==> src/rtl/core/scd_pkg.sv <==
`timescale 1ns / 1ps
// shared constants, result types and the month start table for the date converter
// no dependencies

package scd_pkg;

    // register stages from the accepting edge to the result
    localparam int          STAGES         = 6;

    // reciprocal for seconds / 86400, applied to the seconds shifted right by 7 (x < 2^25)
    localparam logic [25:0] RECIP_DAY_HI   = 26'd50903317;
    localparam int          SHIFT_DAY_HI   = 35;
    localparam logic [9:0]  DAY_HI_DIV     = 10'd675;

    // reciprocal for seconds / 60, as / 15 after a shift by 2 (x < 2^15)
    localparam logic [15:0] RECIP_SIXTY    = 16'd34953;
    localparam int          SHIFT_SIXTY    = 19;
    // reciprocal for hours, minutes shifted by 2 (x < 2^9)
    localparam logic [9:0]  RECIP_HOUR     = 10'd547;
    localparam int          SHIFT_HOUR     = 13;
    localparam logic [5:0]  MIN_PER_HOUR   = 6'd60;

    // four year cycle from 1990: 365, 365, 366, 365 days
    localparam logic [16:0] RECIP_CYCLE    = 17'd91868;
    localparam int          SHIFT_CYCLE    = 27;
    localparam logic [10:0] CYCLE_DAYS     = 11'd1461;
    localparam logic [10:0] YEAR1_START    = 11'd365;
    localparam logic [10:0] YEAR2_START    = 11'd730;
    localparam logic [10:0] YEAR3_START    = 11'd1096;
    localparam logic [7:0]  BASE_YEAR      = 8'd90;

    // weekday, 1990-01-01 was a monday
    localparam logic [16:0] RECIP_WEEK     = 17'd74899;
    localparam int          SHIFT_WEEK     = 19;
    localparam logic [2:0]  WEEK_DAYS      = 3'd7;

    // first second of 2100
    localparam logic [31:0] END_OF_2099    = 32'd3471292800;

    localparam logic [3:0]  MONTH_MAR      = 4'd2;
    localparam int          MONTHS         = 12;

    typedef struct packed {
        logic [7:0] year;
        logic [3:0] month;
        logic [4:0] mday;
        logic [8:0] yday;
        logic [2:0] wday;
    } t_date;

    typedef struct packed {
        logic [4:0] hour;
        logic [5:0] minute;
        logic [5:0] second;
    } t_tod;

    // zero-based day of year on which a month begins
    function automatic logic [8:0] mon_start(input logic [3:0] mon, input logic leap);
        logic [8:0] base;
        unique case (mon)
            4'd0:    base = 9'd0;
            4'd1:    base = 9'd31;
            4'd2:    base = 9'd59;
            4'd3:    base = 9'd90;
            4'd4:    base = 9'd120;
            4'd5:    base = 9'd151;
            4'd6:    base = 9'd181;
            4'd7:    base = 9'd212;
            4'd8:    base = 9'd243;
            4'd9:    base = 9'd273;
            4'd10:   base = 9'd304;
            4'd11:   base = 9'd334;
            default: base = 9'd0;
        endcase
        return base + ((leap && (mon >= MONTH_MAR)) ? 9'd1 : 9'd0);
    endfunction

endpackage

==> src/rtl/core/scd_clock.sv <==
`timescale 1ns / 1ps
// time of day path: seconds within the day split into hour, minute and second
// depends on scd_pkg; five register stages, no stall

module scd_clock (
    input  logic          i_clk,
    input  logic [15:0]   i_days,
    input  logic [24:0]   i_secs_hi,
    input  logic [6:0]    i_secs_lo,
    output scd_pkg::t_tod o_tod
);
    import scd_pkg::*;

    logic [24:0] day_hi_base;
    logic [30:0] mt_prod;
    logic [18:0] hr_prod;
    logic [16:0] sec_diff;
    logic [10:0] min_diff;

    logic [16:0] r_rem2;
    logic [16:0] r_rem3;
    logic [10:0] r_mt3;
    logic [10:0] r_mt4;
    logic [5:0]  r_sec4;
    logic [4:0]  r_hour4;
    logic [5:0]  r_sec5;
    logic [4:0]  r_hour5;
    logic [5:0]  r_min5;
    t_tod        r_tod;

    // remainder of the day in seconds
    assign day_hi_base = 25'(i_days) * 25'(DAY_HI_DIV);

    always_ff @(posedge i_clk) begin
        r_rem2 <= {10'(i_secs_hi - day_hi_base), i_secs_lo};
    end

    // total minutes of the day
    assign mt_prod = 31'(r_rem2[16:2]) * 31'(RECIP_SIXTY);

    always_ff @(posedge i_clk) begin
        r_rem3 <= r_rem2;
        r_mt3  <= mt_prod[SHIFT_SIXTY +: 11];
    end

    // seconds left over and hour of the day
    assign sec_diff = r_rem3 - 17'({r_mt3, 6'd0} - {2'd0, r_mt3, 2'd0});
    assign hr_prod  = 19'(r_mt3[10:2]) * 19'(RECIP_HOUR);

    always_ff @(posedge i_clk) begin
        r_mt4   <= r_mt3;
        r_sec4  <= sec_diff[5:0];
        r_hour4 <= hr_prod[SHIFT_HOUR +: 5];
    end

    // minutes left over
    assign min_diff = r_mt4 - (11'(r_hour4) * 11'(MIN_PER_HOUR));

    always_ff @(posedge i_clk) begin
        r_sec5  <= r_sec4;
        r_hour5 <= r_hour4;
        r_min5  <= min_diff[5:0];
    end

    // output stage, lines up with the date path
    always_ff @(posedge i_clk) begin
        r_tod.hour   <= r_hour5;
        r_tod.minute <= r_min5;
        r_tod.second <= r_sec5;
    end

    assign o_tod = r_tod;

endmodule

==> src/rtl/core/scd_calendar.sv <==
`timescale 1ns / 1ps
// date path: whole days since 1990 split into year, month, day and weekday
// depends on scd_pkg; five register stages, no stall

module scd_calendar (
    input  logic           i_clk,
    input  logic [15:0]    i_days,
    output scd_pkg::t_date o_date
);
    import scd_pkg::*;

    logic [16:0] days_inc;
    logic [32:0] cyc_prod;
    logic [33:0] wk_prod;
    logic [15:0] dc_diff;
    logic [16:0] wd_diff;
    logic [1:0]  yidx;
    logic [10:0] yoff;
    logic [10:0] yday_full;
    logic [3:0]  mon_cnt;
    logic [8:0]  mday_full;

    logic [15:0] r_days2;
    logic [5:0]  r_cyc2;
    logic [12:0] r_q7;
    logic [10:0] r_dc3;
    logic [5:0]  r_cyc3;
    logic [2:0]  r_wday3;
    logic [7:0]  r_year4;
    logic [8:0]  r_yday4;
    logic        r_leap4;
    logic [2:0]  r_wday4;
    logic [7:0]  r_year5;
    logic [8:0]  r_yday5;
    logic        r_leap5;
    logic [2:0]  r_wday5;
    logic [3:0]  r_mon5;
    t_date       r_date;

    // four year cycle count and week count
    assign days_inc = {1'b0, i_days} + 17'd1;
    assign cyc_prod = 33'(i_days) * 33'(RECIP_CYCLE);
    assign wk_prod  = 34'(days_inc) * 34'(RECIP_WEEK);

    always_ff @(posedge i_clk) begin
        r_days2 <= i_days;
        r_cyc2  <= cyc_prod[SHIFT_CYCLE +: 6];
        r_q7    <= wk_prod[SHIFT_WEEK +: 13];
    end

    // day within the cycle and weekday
    assign dc_diff = r_days2 - (16'(r_cyc2) * 16'(CYCLE_DAYS));
    assign wd_diff = ({1'b0, r_days2} + 17'd1) - (17'(r_q7) * 17'(WEEK_DAYS));

    always_ff @(posedge i_clk) begin
        r_dc3   <= dc_diff[10:0];
        r_cyc3  <= r_cyc2;
        r_wday3 <= wd_diff[2:0];
    end

    // year within the cycle, the third one is the leap year
    always_comb begin
        priority if (r_dc3 < YEAR1_START) begin
            yidx = 2'd0;
            yoff = 11'd0;
        end else if (r_dc3 < YEAR2_START) begin
            yidx = 2'd1;
            yoff = YEAR1_START;
        end else if (r_dc3 < YEAR3_START) begin
            yidx = 2'd2;
            yoff = YEAR2_START;
        end else begin
            yidx = 2'd3;
            yoff = YEAR3_START;
        end
    end

    assign yday_full = r_dc3 - yoff;

    always_ff @(posedge i_clk) begin
        r_year4 <= {r_cyc3, yidx} + BASE_YEAR;
        r_yday4 <= yday_full[8:0];
        r_leap4 <= (yidx == 2'd2);
        r_wday4 <= r_wday3;
    end

    // month: count the month starts already passed
    always_comb begin
        mon_cnt = 4'd0;
        for (int m = 1; m < MONTHS; m++) begin
            if (r_yday4 >= mon_start(4'(m), r_leap4)) begin
                mon_cnt = mon_cnt + 4'd1;
            end
        end
    end

    always_ff @(posedge i_clk) begin
        r_year5 <= r_year4;
        r_yday5 <= r_yday4;
        r_leap5 <= r_leap4;
        r_wday5 <= r_wday4;
        r_mon5  <= mon_cnt;
    end

    // day of month from the month start
    assign mday_full = r_yday5 - mon_start(r_mon5, r_leap5) + 9'd1;

    always_ff @(posedge i_clk) begin
        r_date.year  <= r_year5;
        r_date.month <= r_mon5;
        r_date.mday  <= mday_full[4:0];
        r_date.yday  <= r_yday5;
        r_date.wday  <= r_wday5;
    end

    assign o_date = r_date;

endmodule

==> src/rtl/core/seconds_to_calendar_date.sv <==
`timescale 1ns / 1ps
// top level of the seconds to calendar date converter: day split and control
// depends on scd_pkg, scd_clock and scd_calendar

// usage
//   a transaction is taken at each rising edge with start high and busy low;
//   i_seconds_since_1990 carries seconds since 1990-01-01 00:00:00 utc
//   busy is always low: one transaction can be taken in every cycle
//   the result appears after the last register stage, held for one cycle
//   and marked by o_done; the receiver has no way to stall it
//   the data passes six register stages: the day division, then on each
//   path the reciprocal multiplies and their back subtracts, the year and
//   month selection and the day of month subtract
//   o_out_of_range flags inputs from 2100-01-01 on; the other fields are
//   still filled with the every fourth year rule
//   reset (synchronous, active low) clears the valid bits, so no o_done
//   follows for transactions in flight; nothing else needs clearing

module seconds_to_calendar_date (
    input  logic        i_clk,
    input  logic        i_rst_n,
    input  logic        start,
    output logic        busy,
    input  logic [31:0] i_seconds_since_1990,
    output logic        o_done,
    output logic [7:0]  o_year_since_1900,
    output logic [3:0]  o_month,
    output logic [4:0]  o_day_of_month,
    output logic [8:0]  o_day_of_year,
    output logic [4:0]  o_hour,
    output logic [5:0]  o_minute,
    output logic [5:0]  o_second,
    output logic [2:0]  o_day_of_week,
    output logic        o_out_of_range
);
    import scd_pkg::*;

    logic [50:0] day_prod;
    logic        accept;
    logic [STAGES-1:0] r_vld;
    logic [STAGES-1:0] n_vld;
    logic [STAGES-1:0] r_oor;
    logic [15:0] r_days;
    logic [24:0] r_secs_hi;
    logic [6:0]  r_secs_lo;
    t_date       date;
    t_tod        tod;

    assign busy   = 1'b0;
    assign accept = start && !busy;

    // whole days from the seconds, low seven bits divide out as a shift
    assign day_prod = 51'(i_seconds_since_1990[31:7]) * 51'(RECIP_DAY_HI);

    always_ff @(posedge i_clk) begin
        r_days    <= day_prod[SHIFT_DAY_HI +: 16];
        r_secs_hi <= i_seconds_since_1990[31:7];
        r_secs_lo <= i_seconds_since_1990[6:0];
        r_oor     <= {r_oor[STAGES-2:0], (i_seconds_since_1990 >= END_OF_2099)};
    end

    // valid bits travel with the data
    assign n_vld = {r_vld[STAGES-2:0], accept};

    always_ff @(posedge i_clk) begin
        if (!i_rst_n) begin
            r_vld <= '0;
        end else begin
            r_vld <= n_vld;
        end
    end

    scd_clock u_clock (
        .i_clk     (i_clk),
        .i_days    (r_days),
        .i_secs_hi (r_secs_hi),
        .i_secs_lo (r_secs_lo),
        .o_tod     (tod)
    );

    scd_calendar u_calendar (
        .i_clk  (i_clk),
        .i_days (r_days),
        .o_date (date)
    );

    assign o_done            = r_vld[STAGES-1];
    assign o_year_since_1900 = date.year;
    assign o_month           = date.month;
    assign o_day_of_month    = date.mday;
    assign o_day_of_year     = date.yday;
    assign o_hour            = tod.hour;
    assign o_minute          = tod.minute;
    assign o_second          = tod.second;
    assign o_day_of_week     = date.wday;
    assign o_out_of_range    = r_oor[STAGES-1];

`ifndef SYNTHESIS
    // month and day of month stay within the calendar
    a_date_range: assert property (@(posedge i_clk) disable iff (!i_rst_n)
        o_done |-> (o_month <= 4'd11 && o_day_of_month >= 5'd1 && o_day_of_month <= 5'd31))
        else $error("month or day of month out of range");

    // time of day and weekday stay within range
    a_tod_range: assert property (@(posedge i_clk) disable iff (!i_rst_n)
        o_done |-> (o_hour <= 5'd23 && o_minute <= 6'd59 && o_second <= 6'd59
                    && o_day_of_week <= 3'd6))
        else $error("time of day or weekday out of range");

    // in-range results land no later than 2099
    a_year_range: assert property (@(posedge i_clk) disable iff (!i_rst_n)
        (o_done && !o_out_of_range) |-> (o_year_since_1900 <= 8'd199))
        else $error("year past 2099 without out of range flag");

    // in january the day of year follows the day of month
    a_january: assert property (@(posedge i_clk) disable iff (!i_rst_n)
        (o_done && o_month == 4'd0) |-> (o_day_of_year == ({4'd0, o_day_of_month} - 9'd1)))
        else $error("day of year disagrees with day of month in january");
`endif

endmodule
==> config.mk <==
export PLATFORM = sky130hd
export DESIGN_NAME = seconds_to_calendar_date
export DESIGN_NICKNAME = d
export VERILOG_FILES = /design/src/rtl/core/scd_pkg.sv /design/src/rtl/core/scd_clock.sv /design/src/rtl/core/scd_calendar.sv /design/src/rtl/core/seconds_to_calendar_date.sv
export SDC_FILE = /design/constraint.sdc
export NUM_CORES = 2
export LEC_CHECK = 0
export BUFFER_PORTS_ARGS = -buffer_cell sky130_fd_sc_hd__clkbuf_2
export CAP_MARGIN = 20
export CORE_MARGIN = 3
export CORE_UTILIZATION = 70
export DETAILED_ROUTE_END_ITERATION = 16
export PLACE_DENSITY = 0.88
export SKIP_CTS_REPAIR_TIMING = 1
export SLEW_MARGIN = 10
export SYNTH_ARGS = -nofsm -noshare
export SYNTH_HDL_FRONTEND = slang
export SYNTH_SLANG_ARGS = --single-unit
==> constraint.sdc <==
create_clock -name i_clk -period 19.5 [get_ports i_clk]
set_input_delay 0.975 -clock i_clk [delete_from_list [all_inputs] [get_ports i_clk]]
set_output_delay 0.975 -clock i_clk [all_outputs]
set_load 0.01 [all_outputs]
After elaboration in Yosys (flattened, before gate mapping)
Memories as Yosys holds them, arrays and structs flattened. A register that Yosys moved wholly into a read port is not among the register bits.
Index checks and enable logic that the tools add are counted.

word-level totals
  output and inout port bits = 49
  logic and storage cells = 117
  input bits = 35
  register bits = 255
  memories = 1
  ROM bits = 144

operators by class
  reductions and logical operators = 1
  equal/unequal tests = 1
  $lt $le $gt $ge = 16
  multiply operators = 9
  multiplexer cells = 19
  add/subtract/negate cells = 33

memories
  memory            words  width  rd ports  clocked after memory_dff  write ports  line           text
  (name not given)  16     9      1         1                         0            scd_pkg.sv:60  unique case (mon)

operator list
  kind                                                        count
  greater-or-equal comparator 9 bit                           10
  multiplier 25 x 26 -> 51 bit (second input constant)        1
  adder 4 x 1 -> 4 bit (second input constant)                10
  2-to-1 mux 4 bit                                            10
  adder 8 x 9 -> 9 bit (first input constant)                 4
  greater-or-equal comparator 32 bit (second input constant)  1
  multiplier 17 x 17 -> 32 bit (second input constant)        1
  multiplier 16 x 15 -> 31 bit (second input constant)        1
  multiplier 15 x 16 -> 30 bit (second input constant)        1
  adder 9 bit (first input constant)                          3
  adder 7 x 9 -> 9 bit (first input constant)                 2
  multiplier 9 x 10 -> 18 bit (second input constant)         1
  2-to-1 mux 9 bit                                            2
  adder 16 x 1 -> 17 bit (second input constant)              1
  multiplier 16 x 10 -> 10 bit (second input constant)        1
  multiplier 13 x 3 -> 3 bit (second input constant)          1
  subtractor 6 bit                                            2
  < comparator 11 x 10 -> 1 bit (second input constant)       1
  < comparator 11 bit (second input constant)                 1
  < comparator 11 x 9 -> 1 bit (second input constant)        1
  multiplier 6 x 11 -> 11 bit (second input constant)         1
  subtractor 11 bit                                           1
  subtractor 10 bit                                           1
  adder 6 x 9 -> 9 bit (first input constant)                 1
  16 further kinds                                            20

Longest topological paths before layout
  word-level depth = 22
  depth in mapped cells = 36
  gate-level depth less buffers = 35

Hierarchy
From an unflattened synthesis, not the netlist that was laid out.

second synthesis, totals
  cells, all modules = 2966
  area, all modules = 30475.5 um2

modules (own cells, without submodules)
  module                    area each (um2)  seq. area each (um2)  cells an instance  times used
  scd_calendar              13116.3          2402.3                1263               1
  seconds_to_calendar_date  11427.2          1201.2                1157               1
  scd_clock                 5931.9           1701.6                546                1

Worst setup path before layout
OpenSTA, ideal clock, no wires.

  path kind = reg-to-reg
  start = reg u_calendar.r_leap4
  end = reg with a tool-made name
  setup time = 0.128 ns
  arrival = 6.753 ns
  data required time = 19.372 ns
  clock period less this slack = 6.881 ns
  setup slack = 12.619 ns
  cell stages (with the launch flop) = 37
  path buffers = 1
  path through = dfxtp_1 inv_1 ha_1 nor2b_1 o31ai_1 a311o_1 inv_1 ha_1 clkbuf_1 xor2_1 ha_1 and2_1 or2_2 ha_1 o21ai_0 and2_1 inv_1 ha_1 nand2_1 nand3_1 ha_1 nor2_1 a221o_1 a21oi_1 ha_1 nand2_1 o31a_1 xnor2_1 a21oi_1 ha_1 nor2_1 a311oi_2 inv_1 ha_1 inv_1 mux2i_1 o21ai_1

RTL lines
  element                 line                text
  start, declared         scd_calendar.sv:31  logic r_leap4;
  start signal, assigned  scd_calendar.sv:83  r_leap4 <= (yidx == 2'd2);

==> results.sh <==
export IMPL_grt_pass1_vias=22000
export IMPL_drtIter0Drc=888
export IMPL_cts_root_buffer="clkbuf_16"
export IMPL_top_layer_used="met4"
export IMPL_synth_most_common_cell="inv_1"
export IMPL_cts_clk_slew_worst_paths_ns=0.07
export IMPL_vias_per_cell=5.63
export IMPL_drive_gt1_share_pct=5.21
export IMPL_die_area_sq_mm=0.0440
export IMPL_hold_end="u_calendar.r_wday4[0]$_DFF_P_"
export IMPL_routedWlPerCell_um=18.7
export IMPL_setup_viol=0
export IMPL_synth_top_cell_by_area="ha_1"
export IMPL_critPathArrivalTime_ns=8.22
export IMPL_ys_ff_latch=250
export IMPL_endpoint_kind="flip-flop"
export IMPL_holdWs_ns=0.320
export IMPL_vias=19300
export IMPL_totalWireLength_mm=64.3
export IMPL_n_antenna_cell=0
export IMPL_crit_slowest_cell="a311oi_2"
export IMPL_drv_slew=0
export IMPL_routed_wl_met2_mm=32.9
export IMPL_setup_tns_final_ns=0
export IMPL_coreArea_sq_mm=0.0409
export IMPL_antenna_found_initial=0
export IMPL_reg2regPathDepth=35
export IMPL_htreeDepth=1
export IMPL_io_buffers=82
export IMPL_fin_crit_sh_pct=40.0
export IMPL_synth_seq_area_share_pct=17.2
export IMPL_synth_common_cells="inv_1 (782), ha_1 (716), fa_1 (386)"
export IMPL_grt_pass1_wl_mm=107
export IMPL_start_util_pct=71.0
export IMPL_layout_min_cycle_time_ns=7.80
export IMPL_final_hold_violation_count=0
export IMPL_fp_dieH_um=210
export IMPL_rows=74
export IMPL_grt_max_degree=20
export IMPL_dp_hpwl_mm=53.1
export IMPL_synthArstFlopShare_pct=0
export IMPL_fin_worst_skew_ns=0.00996
export IMPL_start_kind="flip-flop"
export IMPL_rrSetupSlack_ns=11.70
export IMPL_hp_class="flip-flop to flip-flop"
export IMPL_cts_tree="yes"
export IMPL_yosys_top_cells_area="ha_1 (31%), fa_1 (27%), dfxtp_1 (17%)"
export IMPL_cts_sinks=250
export IMPL_crit_path_max_fanout=8
export IMPL_drt_pass1_iterations=7
export IMPL_synth_nets=3918
export IMPL_drt_met1_wl_mm=25.3
export IMPL_grt_overflow=0
export IMPL_grtUsageTotal_pct=30.2
export IMPL_netlist_area_leader_share_pct=30.8
export IMPL_die_x_um=210
export IMPL_drcViolationCount=0
export IMPL_yosys_warnings=0
export IMPL_clockBufferDepth=3
export IMPL_relSlewSlack_pct=38.7
export IMPL_ys_flop_type="dfxtp_1"
export IMPL_r2r_start="u_calendar.r_leap4$_DFF_P_"
export IMPL_numCtsBuffers=26
export IMPL_holdPathStages=0
export IMPL_syn_area_sq_mm=0.0291
export IMPL_synth_edff_count=0
export IMPL_critPathKind="flip-flop to flip-flop"
export IMPL_rsz0062_at_grt="no"
export IMPL_synthCells=2781
export IMPL_max_stage_delay_ns=0.59
export IMPL_drtAntennaViolNets=0
export IMPL_met3WireLength_mm=3.22
export IMPL_finalWeightedCongestion=0.981
export IMPL_clkLatencyLatePin_ns=0.55
export IMPL_fmax_ghz=0.128
export IMPL_status="finished clean"
export IMPL_cpMostUsedCell="ha_1"
export IMPL_synth_cell_types=76
export IMPL_worst_pin_slew_ns=0.913
export IMPL_critPathRequiredTime_ns=19.92
export IMPL_hold_start="u_calendar.r_wday3[0]$_DFF_P_"
export IMPL_syn_avg_cell_area_sq_um=10.4
export IMPL_layout_nets=4017
export IMPL_syn_to_final_growth_pct=6.75
export IMPL_ios=84
export IMPL_cap_violations=0
==> sequential cells by signal, summed over array words and instances (netlist names), 9 cells and up, named ones only <==
register            cells
u_calendar.r_days2     11
r_secs_hi              10
u_clock.r_rem2         17
u_calendar.r_yday5      9
u_calendar.r_yday4      9
u_clock.o_tod          17
u_calendar.o_date      29
r_days                 16
u_clock.r_mt3          11
u_calendar.r_dc3       11
==> worst max-delay path: cells and delay by family, from the launching register on <==
kind	cells	cell delay, ns
mux	1	0.12
buf+inv	5	0.48
flops	1	0.39
simple gates	9	1.23
fa+ha+maj	9	2.92
compound gates	9	2.13
xor+xnor	2	0.40
==> cell families after synthesis <==
| kind of cell | count (synthesis) | synth area share, % |
|---|---|---|
| xor gates and xnor gates | 156 | 4.88 |
| AOI/OAI and AO/OA | 272 | 6.36 |
| DFF | 250 | 17.2 |
| muxes | 3 | 0.103 |
| and+or+nand+nor | 203 | 3.64 |
| other | 1 | 0.0129 |
| buffers and inverters | 794 | 10.4 |
| adders and majority gates | 1102 | 57.4 |
==> cells in the final DEF (no fill, tap or decap), types with 27 or more instances in the layout <==
cell type  synthesis  routed
inv_1            782     782
ha_1             716     716
fa_1             386     386
dfxtp_1          250     250
xnor2_1          118     118
clkbuf_2           0      82
a21oi_1           73      73
nor2_1            47      47
o21ai_0           45      45
nand2_1           39      39
a21o_1            34      34
xor2_1            32      32
clkbuf_16          0      27
==> stage by stage <==
stage	std cells	instance area, sq um	utilization [%]	setup WS (ns)
floorplan	2781	29100	-	12.62
global placement	3384	30100	73.5	12.05
detailed placement	3384	30100	73.5	11.78
CTS	3432	31000	75.8	11.76
global route	3432	31000	75.8	11.28
finish	3432	31000	75.8	11.70
==> how the worst max path moves through the flow <==
stage	from	endpoint	slack [ns]
3_5_place_dp	i_seconds_since_1990[12]	r_days[15]$_DFF_P_	11.78
2_1_floorplan	u_calendar.r_leap4$_DFF_P_	flip-flop	12.62
6_report	u_calendar.r_leap4$_DFF_P_	flip-flop	11.70
4_1_cts	u_calendar.r_leap4$_DFF_P_	flip-flop	11.76
5_1_grt	u_calendar.r_leap4$_DFF_P_	flip-flop	11.28
3_3_place_gp	i_seconds_since_1990[28]	r_days[11]$_DFF_P_	12.05
==> cell type report <==
cell class | count | area [sq um]
inverter | 783 | 2940
tap | 532 | 666
sequential | 250 | 5000
clock buffer | 31 | 691
fill | 2595 | 9900
clock inverter | 17 | 260
timing repair buffer | 82 | 410
multi-input combinational | 1737 | 21000
==> per-layer routing <==
layer  GRT usage (%)  vias up
met4            12.7        0
li1                -     8989
met1            36.1     9555
met3            3.80      199
met2            54.9      568
met5               0        -
Power is left out: the tool's default activity adds up to more than one toggle a clock period on the data nets, which glitch-free logic cannot reach.
